$ cat config.mk
export PLATFORM = sky130hd
export DESIGN_NAME = frame_interval_hitch_monitor_flat
export DESIGN_NICKNAME = d
export VERILOG_FILES = /design/src/design/fhm_pkg.sv /design/src/design/fhm_in_if.sv /design/src/design/fhm_out_if.sv /design/src/design/fhm_in_reg.sv /design/src/design/fhm_core.sv /design/src/design/frame_interval_hitch_monitor.sv /design/src/flat_wrapper.sv
export SDC_FILE = /design/constraint.sdc
export NUM_CORES = 2
export LEC_CHECK = 0
export ABC_AREA = 1
export BUFFER_PORTS_ARGS = -buffer_cell sky130_fd_sc_hd__buf_2
export CORE_ASPECT_RATIO = 0.8
export CORE_MARGIN = 5
export CORE_UTILIZATION = 55
export DETAILED_ROUTE_END_ITERATION = 10
export PLACE_DENSITY = 0.74
export SYNTH_ARGS = -nofsm -noshare
export SYNTH_HDL_FRONTEND = slang
export SYNTH_SLANG_ARGS = --single-unit
export TNS_END_PERCENT = 5
$ cat constraint.sdc
create_clock -name clk -period 15 [get_ports clk]
set_clock_uncertainty 0.1 [all_clocks]
set_input_delay 0.75 -clock clk [delete_from_list [all_inputs] [get_ports clk]]
set_output_delay 0.75 -clock clk [all_outputs]
set_load 0.05 [all_outputs]
$ cat src/design/fhm_pkg.sv
// Package for the frame interval hitch monitor: command and reason codes, register
// indexes, reset values, the item and result types and saturating counter helpers.
// No dependencies.
package fhm_pkg;

  localparam int TimeW    = 32;
  localparam int WinTimeW = 33;
  localparam int HitchSumW = 48;
  localparam int PendW    = 16;
  localparam int CfgIdxW  = 2;

  typedef enum logic [1:0] {
    CMD_TICK    = 2'd0,
    CMD_FLUSH   = 2'd1,
    CMD_LOAD    = 2'd2,
    CMD_REQUEST = 2'd3
  } cmd_t;

  typedef enum logic [1:0] {
    RSN_WINDOW  = 2'd0,
    RSN_LOAD    = 2'd1,
    RSN_REQUEST = 2'd2
  } reason_t;

  localparam logic [CfgIdxW-1:0] CFG_HITCH_THRESHOLD = 2'd0;
  localparam logic [CfgIdxW-1:0] CFG_STALL_CEILING   = 2'd1;
  localparam logic [CfgIdxW-1:0] CFG_SUMMARY_WINDOW  = 2'd2;

  localparam logic [TimeW-1:0] HITCH_THRESHOLD_RST = 32'd50000;
  localparam logic [TimeW-1:0] STALL_CEILING_RST   = 32'd1000000;
  localparam logic [TimeW-1:0] SUMMARY_WINDOW_RST  = 32'd60000000;

  typedef struct packed {
    logic             valid;
    cmd_t             command;
    logic [TimeW-1:0] timestamp_us;
  } item_t;

  typedef struct packed {
    reason_t              summary_reason;
    logic [TimeW-1:0]     frames_in_window;
    logic [WinTimeW-1:0]  window_time_us;
    logic [TimeW-1:0]     hitch_count;
    logic [TimeW-1:0]     hitches_with_flush;
    logic [TimeW-1:0]     stall_count;
    logic [TimeW-1:0]     worst_hitch_us;
    logic [HitchSumW-1:0] hitch_time_sum_us;
    logic [TimeW-1:0]     flushes_in_session;
    logic [TimeW-1:0]     session_hitch_count;
    logic [TimeW-1:0]     session_worst_us;
  } result_t;

  function automatic logic [TimeW-1:0] sat_inc32(input logic [TimeW-1:0] x);
    return (&x) ? x : x + 1'b1;
  endfunction

  function automatic logic [PendW-1:0] sat_inc16(input logic [PendW-1:0] x);
    return (&x) ? x : x + 1'b1;
  endfunction

endpackage

$ cat src/design/fhm_in_if.sv
// Event channel: valid/ready handshake carrying command and timestamp.
// Depends on nothing.
interface fhm_in_if;
  logic        valid;
  logic        ready;
  logic [1:0]  command;
  logic [31:0] timestamp_us;

  modport source (output valid, output command, output timestamp_us, input ready);
  modport sink   (input valid, input command, input timestamp_us, output ready);
endinterface

$ cat src/design/fhm_out_if.sv
// Summary channel: valid/ready handshake carrying one window summary.
// Depends on nothing.
interface fhm_out_if;
  logic        valid;
  logic        ready;
  logic [1:0]  summary_reason;
  logic [31:0] frames_in_window;
  logic [32:0] window_time_us;
  logic [31:0] hitch_count;
  logic [31:0] hitches_with_flush;
  logic [31:0] stall_count;
  logic [31:0] worst_hitch_us;
  logic [47:0] hitch_time_sum_us;
  logic [31:0] flushes_in_session;
  logic [31:0] session_hitch_count;
  logic [31:0] session_worst_us;

  modport source (
    output valid, output summary_reason, output frames_in_window, output window_time_us,
    output hitch_count, output hitches_with_flush, output stall_count, output worst_hitch_us,
    output hitch_time_sum_us, output flushes_in_session, output session_hitch_count,
    output session_worst_us, input ready
  );
  modport sink (
    input valid, input summary_reason, input frames_in_window, input window_time_us,
    input hitch_count, input hitches_with_flush, input stall_count, input worst_hitch_us,
    input hitch_time_sum_us, input flushes_in_session, input session_hitch_count,
    input session_worst_us, output ready
  );
endinterface

$ cat src/design/fhm_in_reg.sv
// Input register stage of the hitch monitor: captures one event transaction.
// Depends on fhm_pkg and fhm_in_if.
module fhm_in_reg (
  input  logic           clk,
  input  logic           rst,
  fhm_in_if.sink         events,
  input  logic           take,
  output fhm_pkg::item_t item
);
  import fhm_pkg::*;

  item_t held;
  logic  accept;

  assign events.ready = !held.valid || take;
  assign accept       = events.valid && events.ready;
  assign item         = held;

  always_ff @(posedge clk) begin
    if (rst) begin
      held.valid <= 1'b0;
    end else if (accept) begin
      held.valid <= 1'b1;
    end else if (take) begin
      held.valid <= 1'b0;
    end
    if (accept) begin
      held.command      <= cmd_t'(events.command);
      held.timestamp_us <= events.timestamp_us;
    end
  end

endmodule

$ cat src/design/fhm_core.sv
// Hitch monitor core: configuration registers, window and session state, one-pass
// event update and the summary result register. Depends on fhm_pkg and fhm_out_if.
module fhm_core (
  input  logic                          clk,
  input  logic                          rst,
  input  logic                          cfg_we,
  input  logic [fhm_pkg::CfgIdxW-1:0]   cfg_index,
  input  logic [fhm_pkg::TimeW-1:0]     cfg_data,
  input  fhm_pkg::item_t                item,
  output logic                          take,
  fhm_out_if.source                     summary
);
  import fhm_pkg::*;

  logic [TimeW-1:0] hitch_threshold;
  logic [TimeW-1:0] stall_ceiling;
  logic [TimeW-1:0] summary_window;

  logic                 primed, primed_next;
  logic [TimeW-1:0]     last_tick, last_tick_next;
  logic [PendW-1:0]     pending, pending_next;
  logic [TimeW-1:0]     session_flushes, session_flushes_next;
  logic [TimeW-1:0]     total_frames, total_frames_next;
  logic [TimeW-1:0]     win_frames, win_frames_next;
  logic [WinTimeW-1:0]  win_time, win_time_next;
  logic [TimeW-1:0]     win_hitches, win_hitches_next;
  logic [TimeW-1:0]     win_flush_hitches, win_flush_hitches_next;
  logic [TimeW-1:0]     win_stalls, win_stalls_next;
  logic [TimeW-1:0]     win_worst, win_worst_next;
  logic [HitchSumW-1:0] win_hitch_sum, win_hitch_sum_next;
  logic [TimeW-1:0]     session_hitches, session_hitches_next;
  logic [TimeW-1:0]     session_worst, session_worst_next;

  logic                 res_valid;
  result_t              res, res_next;
  logic                 emit;
  reason_t              reason;

  logic [TimeW-1:0]       dt;
  logic [WinTimeW:0]      wt_sum;
  logic [HitchSumW:0]     hs_sum;
  logic [WinTimeW-1:0]    wt_upd;
  logic [HitchSumW-1:0]   hs_upd;
  logic                   is_stall, is_hitch;

  assign take = item.valid && (!res_valid || summary.ready);

  always_ff @(posedge clk) begin
    if (rst) begin
      hitch_threshold <= HITCH_THRESHOLD_RST;
      stall_ceiling   <= STALL_CEILING_RST;
      summary_window  <= SUMMARY_WINDOW_RST;
    end else if (cfg_we) begin
      case (cfg_index)
        CFG_HITCH_THRESHOLD: hitch_threshold <= cfg_data;
        CFG_STALL_CEILING:   stall_ceiling   <= cfg_data;
        CFG_SUMMARY_WINDOW:  summary_window  <= cfg_data;
        default: ;
      endcase
    end
  end

  // interval arithmetic: dt wraps modulo 2^32, the window sums saturate
  assign dt       = item.timestamp_us - last_tick;
  assign wt_sum   = {1'b0, win_time} + {{(WinTimeW + 1 - TimeW){1'b0}}, dt};
  assign wt_upd   = wt_sum[WinTimeW] ? {WinTimeW{1'b1}} : wt_sum[WinTimeW-1:0];
  assign hs_sum   = {1'b0, win_hitch_sum} + {{(HitchSumW + 1 - TimeW){1'b0}}, dt};
  assign hs_upd   = hs_sum[HitchSumW] ? {HitchSumW{1'b1}} : hs_sum[HitchSumW-1:0];
  assign is_stall = dt >= stall_ceiling;
  assign is_hitch = !is_stall && (dt >= hitch_threshold);

  always_comb begin
    primed_next            = primed;
    last_tick_next         = last_tick;
    pending_next           = pending;
    session_flushes_next   = session_flushes;
    total_frames_next      = total_frames;
    win_frames_next        = win_frames;
    win_time_next          = win_time;
    win_hitches_next       = win_hitches;
    win_flush_hitches_next = win_flush_hitches;
    win_stalls_next        = win_stalls;
    win_worst_next         = win_worst;
    win_hitch_sum_next     = win_hitch_sum;
    session_hitches_next   = session_hitches;
    session_worst_next     = session_worst;
    emit                   = 1'b0;
    reason                 = RSN_REQUEST;

    case (item.command)
      CMD_FLUSH: begin
        pending_next         = sat_inc16(pending);
        session_flushes_next = sat_inc32(session_flushes);
      end
      CMD_LOAD: begin
        primed_next = 1'b0;
        emit        = total_frames != '0;
        reason      = RSN_LOAD;
      end
      CMD_REQUEST: begin
        emit   = 1'b1;
        reason = RSN_REQUEST;
      end
      CMD_TICK: begin
        last_tick_next = item.timestamp_us;
        pending_next   = '0;
        primed_next    = 1'b1;
        if (primed) begin
          win_frames_next   = sat_inc32(win_frames);
          total_frames_next = sat_inc32(total_frames);
          win_time_next     = wt_upd;
          if (is_stall) begin
            win_stalls_next = sat_inc32(win_stalls);
          end
          if (is_hitch) begin
            win_hitches_next     = sat_inc32(win_hitches);
            session_hitches_next = sat_inc32(session_hitches);
            win_hitch_sum_next   = hs_upd;
            if (dt > win_worst) begin
              win_worst_next = dt;
            end
            if (dt > session_worst) begin
              session_worst_next = dt;
            end
            if (pending != '0) begin
              win_flush_hitches_next = sat_inc32(win_flush_hitches);
            end
          end
          emit   = wt_upd >= {1'b0, summary_window};
          reason = RSN_WINDOW;
        end
      end
      default: ;
    endcase

    res_next.summary_reason      = reason;
    res_next.frames_in_window    = win_frames_next;
    res_next.window_time_us      = win_time_next;
    res_next.hitch_count         = win_hitches_next;
    res_next.hitches_with_flush  = win_flush_hitches_next;
    res_next.stall_count         = win_stalls_next;
    res_next.worst_hitch_us      = win_worst_next;
    res_next.hitch_time_sum_us   = win_hitch_sum_next;
    res_next.flushes_in_session  = session_flushes_next;
    res_next.session_hitch_count = session_hitches_next;
    res_next.session_worst_us    = session_worst_next;

    if (emit) begin
      win_frames_next        = '0;
      win_time_next          = '0;
      win_hitches_next       = '0;
      win_flush_hitches_next = '0;
      win_stalls_next        = '0;
      win_worst_next         = '0;
      win_hitch_sum_next     = '0;
    end
  end

  always_ff @(posedge clk) begin
    if (rst) begin
      primed            <= 1'b0;
      last_tick         <= '0;
      pending           <= '0;
      session_flushes   <= '0;
      total_frames      <= '0;
      win_frames        <= '0;
      win_time          <= '0;
      win_hitches       <= '0;
      win_flush_hitches <= '0;
      win_stalls        <= '0;
      win_worst         <= '0;
      win_hitch_sum     <= '0;
      session_hitches   <= '0;
      session_worst     <= '0;
    end else if (take) begin
      primed            <= primed_next;
      last_tick         <= last_tick_next;
      pending           <= pending_next;
      session_flushes   <= session_flushes_next;
      total_frames      <= total_frames_next;
      win_frames        <= win_frames_next;
      win_time          <= win_time_next;
      win_hitches       <= win_hitches_next;
      win_flush_hitches <= win_flush_hitches_next;
      win_stalls        <= win_stalls_next;
      win_worst         <= win_worst_next;
      win_hitch_sum     <= win_hitch_sum_next;
      session_hitches   <= session_hitches_next;
      session_worst     <= session_worst_next;
    end
  end

  always_ff @(posedge clk) begin
    if (rst) begin
      res_valid <= 1'b0;
    end else if (take) begin
      res_valid <= emit;
    end else if (summary.ready) begin
      res_valid <= 1'b0;
    end
  end

  always_ff @(posedge clk) begin
    if (take && emit) begin
      res <= res_next;
    end
  end

  assign summary.valid               = res_valid;
  assign summary.summary_reason      = res.summary_reason;
  assign summary.frames_in_window    = res.frames_in_window;
  assign summary.window_time_us      = res.window_time_us;
  assign summary.hitch_count         = res.hitch_count;
  assign summary.hitches_with_flush  = res.hitches_with_flush;
  assign summary.stall_count         = res.stall_count;
  assign summary.worst_hitch_us      = res.worst_hitch_us;
  assign summary.hitch_time_sum_us   = res.hitch_time_sum_us;
  assign summary.flushes_in_session  = res.flushes_in_session;
  assign summary.session_hitch_count = res.session_hitch_count;
  assign summary.session_worst_us    = res.session_worst_us;

endmodule

$ cat src/design/frame_interval_hitch_monitor.sv
// Frame interval hitch monitor, top level.
// An accepted event is held in the input register, and its summary is then registered in
// the summary result register when the core takes the event from the input register.
// Throughput: one event per cycle; the core stalls only while a summary waits on the
// receiver, and the state update uses 34/49-bit saturating adds and compares.
// Reset (synchronous, rst high) clears all counters and restores the default thresholds.
// Depends on fhm_pkg, fhm_in_if, fhm_out_if, fhm_in_reg and fhm_core.
module frame_interval_hitch_monitor (
  input  logic                        clk,
  input  logic                        rst,
  input  logic                        cfg_we,
  input  logic [fhm_pkg::CfgIdxW-1:0] cfg_index,
  input  logic [fhm_pkg::TimeW-1:0]   cfg_data,
  fhm_in_if.sink                      events,
  fhm_out_if.source                   summary
);
  import fhm_pkg::*;

  item_t item;
  logic  take;

  fhm_in_reg u_in_reg (
    .clk    (clk),
    .rst    (rst),
    .events (events),
    .take   (take),
    .item   (item)
  );

  fhm_core u_core (
    .clk       (clk),
    .rst       (rst),
    .cfg_we    (cfg_we),
    .cfg_index (cfg_index),
    .cfg_data  (cfg_data),
    .item      (item),
    .take      (take),
    .summary   (summary)
  );

endmodule
$ cat src/flat_wrapper.sv
// flat-port wrapper written by rule: the top's interface ports become plain ports
module frame_interval_hitch_monitor_flat import fhm_pkg::*;
  (clk, rst, cfg_we, cfg_index, cfg_data, events_valid, events_command, events_timestamp_us, events_ready, summary_valid, summary_summary_reason, summary_frames_in_window, summary_window_time_us, summary_hitch_count, summary_hitches_with_flush, summary_stall_count, summary_worst_hitch_us, summary_hitch_time_sum_us, summary_flushes_in_session, summary_session_hitch_count, summary_session_worst_us, summary_ready);
  fhm_in_if events_i ();
  fhm_out_if summary_i ();
  input  logic clk;
  input  logic rst;
  input  logic cfg_we;
  input  logic [fhm_pkg::CfgIdxW-1:0] cfg_index;
  input  logic [fhm_pkg::TimeW-1:0] cfg_data;
  input wire logic [$bits(events_i.valid)-1:0] events_valid;
  input wire logic [$bits(events_i.command)-1:0] events_command;
  input wire logic [$bits(events_i.timestamp_us)-1:0] events_timestamp_us;
  output wire logic [$bits(events_i.ready)-1:0] events_ready;
  output wire logic [$bits(summary_i.valid)-1:0] summary_valid;
  output wire logic [$bits(summary_i.summary_reason)-1:0] summary_summary_reason;
  output wire logic [$bits(summary_i.frames_in_window)-1:0] summary_frames_in_window;
  output wire logic [$bits(summary_i.window_time_us)-1:0] summary_window_time_us;
  output wire logic [$bits(summary_i.hitch_count)-1:0] summary_hitch_count;
  output wire logic [$bits(summary_i.hitches_with_flush)-1:0] summary_hitches_with_flush;
  output wire logic [$bits(summary_i.stall_count)-1:0] summary_stall_count;
  output wire logic [$bits(summary_i.worst_hitch_us)-1:0] summary_worst_hitch_us;
  output wire logic [$bits(summary_i.hitch_time_sum_us)-1:0] summary_hitch_time_sum_us;
  output wire logic [$bits(summary_i.flushes_in_session)-1:0] summary_flushes_in_session;
  output wire logic [$bits(summary_i.session_hitch_count)-1:0] summary_session_hitch_count;
  output wire logic [$bits(summary_i.session_worst_us)-1:0] summary_session_worst_us;
  input wire logic [$bits(summary_i.ready)-1:0] summary_ready;
  assign events_i.valid = events_valid;
  assign events_i.command = events_command;
  assign events_i.timestamp_us = events_timestamp_us;
  assign events_ready = events_i.ready;
  assign summary_valid = summary_i.valid;
  assign summary_summary_reason = summary_i.summary_reason;
  assign summary_frames_in_window = summary_i.frames_in_window;
  assign summary_window_time_us = summary_i.window_time_us;
  assign summary_hitch_count = summary_i.hitch_count;
  assign summary_hitches_with_flush = summary_i.hitches_with_flush;
  assign summary_stall_count = summary_i.stall_count;
  assign summary_worst_hitch_us = summary_i.worst_hitch_us;
  assign summary_hitch_time_sum_us = summary_i.hitch_time_sum_us;
  assign summary_flushes_in_session = summary_i.flushes_in_session;
  assign summary_session_hitch_count = summary_i.session_hitch_count;
  assign summary_session_worst_us = summary_i.session_worst_us;
  assign summary_i.ready = summary_ready;
  frame_interval_hitch_monitor u_core (.clk(clk), .rst(rst), .cfg_we(cfg_we), .cfg_index(cfg_index), .cfg_data(cfg_data), .events(events_i), .summary(summary_i));
endmodule
==> results.yml <==
setup_path:
  crit_top_cell: "nand2_1"
  critPathSlowestCell: "buf_4"
  critPathMaxStageDelay_ns: 0.82
  setup.worst_path.end_class: "register"
  startpoint_type: "register"
  worstSetupPathType: "register to register"
  crit_required_ns: 15.18
  arrival_ns: 9.56
  crit_path_max_fanout: 87
cells_and_area:
  nets: 7312
  synthToLayoutAreaGrowth_pct: 12.9
  mostFrequentLayoutCell: "nand2_1"
  fillers: 8065
  final_cell_mix: "nand2_1, inv_1, a21oi_1"
  drive_above_1_share_pct: 9.79
synthesis:
  synth_cells: 6613
  yosys_most_used_dff: "dfxtp_1"
  synthDistinctLibCells: 48
  ys_seq_elements: 889
  yosys.area_share.adder_pct: 6.78
  synth_xor_area_share_pct: 4.28
  syn_area_per_cell_sq_um: 7.53
  ys_seq_area_share_pct: 43.2
  synth-compound-area-share_pct: 13.0
  netlist_area_sq_um: 49800
  synthArstFlopShare_pct: 0
  yosysWarnings: 0
  synth-simple-area-share_pct: 22.9
  synth_edf_count: 373
  synth_mux_area_share_pct: 0.0804
  synth_nets: 6954
  synth_top_family_by_area: "simple AND/OR/NAND/NOR gates"
clock_tree:
  cts_tree: "yes"
  htree_levels: 3
  clk_pin_slew_ns: 0.06
  cts_buffers: 90
  ctsHoldBuffers: 0
  clockBufferDepth: 3
  cts_sinks: 889
  cts_resized: 0
  clockRootBuffer: "clkbuf_16"
  clock_latency_ns: 0.69
  cts_setup_buffers: 0
timing:
  max_slew_margin_pct: 19.2
  final-setup-viol-count: 0
  hold_violations: 0
  worst_pin_slew_ns: 1.21
  layout_setup_ws_ns: 5.62
  min_period_ns: 9.38
  maxSlewViolCount: 0
  tns_ns: 0
  rsz0062_at_grt: "false"
  fmax_mhz: 107
  timing.final.crit_share_pct: 62.5
floorplanning:
  rows: 98
  die_x_microns: 346
  design.core.area_sq_um: 89600
  die_area_sq_um: 96700
  die_y_microns: 279
  start_util_pct: 55.5
  ios: 414
hold_path:
  hold_class: "primary input to register"
global_routing:
  grt_overflow: 0
  grt_pass1_wl_microns: 241000
  antenna_found_initial: 6
  grt_max_degree: 247
  grt_pass1_vias: 41400
  grt.total_usage_pct: 31.5
route:
  viasPerCell: 5.53
  routed_wl_microns: 159000
  drtIter0Drc: 5029
  ant_nets: 0
  drc: 0
  drt_first_pass_iters: 6
  vias: 45600
  wl_per_cell_microns: 19.3
place:
  hpwl_microns: 117000
  dp_slack_ns: 5.67
  gp_congestion: 1.03
  io_buffers: 413
pwr:
  p_per_area_nw_per_um2: 108
  peakVddDrop_uv: 126
  p_leak_nw: 25.2
run:
  drv_cap: 0
run_status:
  status: "complete, no violations"
## synthesized netlist by cell type, types with 16 or more instances
cell | instances | area, sq um
nand2_1 | 1562 | 5860
inv_1 | 1014 | 3810
a21oi_1 | 651 | 3260
nor2_1 | 583 | 2190
dfxtp_1 | 516 | 10300
o21ai_0 | 428 | 2140
edfxtp_1 | 373 | 11200
ha_1 | 265 | 3320
nand3_1 | 232 | 1160
xor2_1 | 196 | 1720
clkbuf_1 | 154 | 578
nor3_1 | 133 | 666
nand4_1 | 122 | 763
xnor2_1 | 47 | 412
o21ai_1 | 45 | 225
nor4_1 | 35 | 219
o211ai_1 | 31 | 233
buf_2 | 26 | 130
nand3b_1 | 25 | 188
buf_6 | 23 | 259
o21bai_1 | 22 | 165
or2_2 | 17 | 106
a21o_1 | 16 | 120
## layout make-up
cell class	count	area, sq um	area share, %
clock inverters	58	832	1.48
clock buffers	112	2420	4.31
repair buffers	480	2610	4.63
multi-input cells	4487	23500	41.7
flip-flops and latches	889	21500	38.3
well taps	1200	1500	2.67
inverters	1023	3850	6.85
diodes	3	7.51	0.0134
## layer usage
| metal | GRT usage (%) | part of all wire (%) | vias up |
|---|---|---|---|
| met5 | 0 | 0 | - |
| met4 | 10.3 | 3.6 | 0 |
| met3 | 7.08 | 10 | 272 |
| met2 | 46.8 | 42 | 1907 |
| met1 | 45.6 | 44 | 21200 |
| li1 | - | - | 22200 |
## registers in the layout (all words and copies together), names as in the netlist, 33 cells and up
signal / cells
u_core.u_core.summary.hitch_time_sum_us: 48
u_core.u_core.win_hitch_sum: 48
u_core.u_in_reg.item: 35
u_core.u_core.summary.window_time_us: 33
u_core.u_core.win_time: 33
## where the power goes
group | switching, mW | internal, mW
clock network | 1.02 | 1.46
logic | 0.711 | 0.280
registers | 0.0275 | 2.57
## cell families after synthesis
family	Yosys count
muxes	4
xor gates and xnor gates	243
adders and majority gates	268
buffers and inverters	1237
AOI/OAI and AO/OA	1234
DFF	889
and+or+nand+nor	2738
## worst paths after layout
path	startpoint	to	slack (ns)	depth (start not counted)
max	u_core.u_in_reg.item[0]	u_core.u_core.summary.flushes_in_session[31]	5.62	42
min	events_timestamp_us[15]	u_core.u_in_reg.item[15]	0.17	1
max reg2reg	u_core.u_in_reg.item[0]	u_core.u_core.summary.flushes_in_session[31]	5.62	42
min reg2reg	u_core.u_core.last_tick[26]	u_core.u_core.last_tick[26]	0.35	2
## stage by stage
step	total power [mW]	area (sq um)	instances	hold WS [ns]	util, %
floorplan	3.27	49800	6613	0.333	-
global placement	3.59	53000	8079	0.343	59.1
detailed placement	3.61	53000	8079	0.351	59.1
CTS	6.07	56200	8249	0.130	62.7
global route	6.30	56200	8249	0.143	62.7
finish	6.06	56200	8252	0.167	62.7
## critical path: cells and delay by family, from the launching register on
family | cells | cell delay [ns]
AOI/OAI and AO/OA | 7 | 1.50
buffers and inverters | 8 | 2.80
xor gates and xnor gates | 1 | 0.16
DFF | 1 | 0.38
adders and majority gates | 4 | 1.18
and+or+nand+nor | 22 | 2.69
Note: power is estimated with default switching activity, not from simulation.
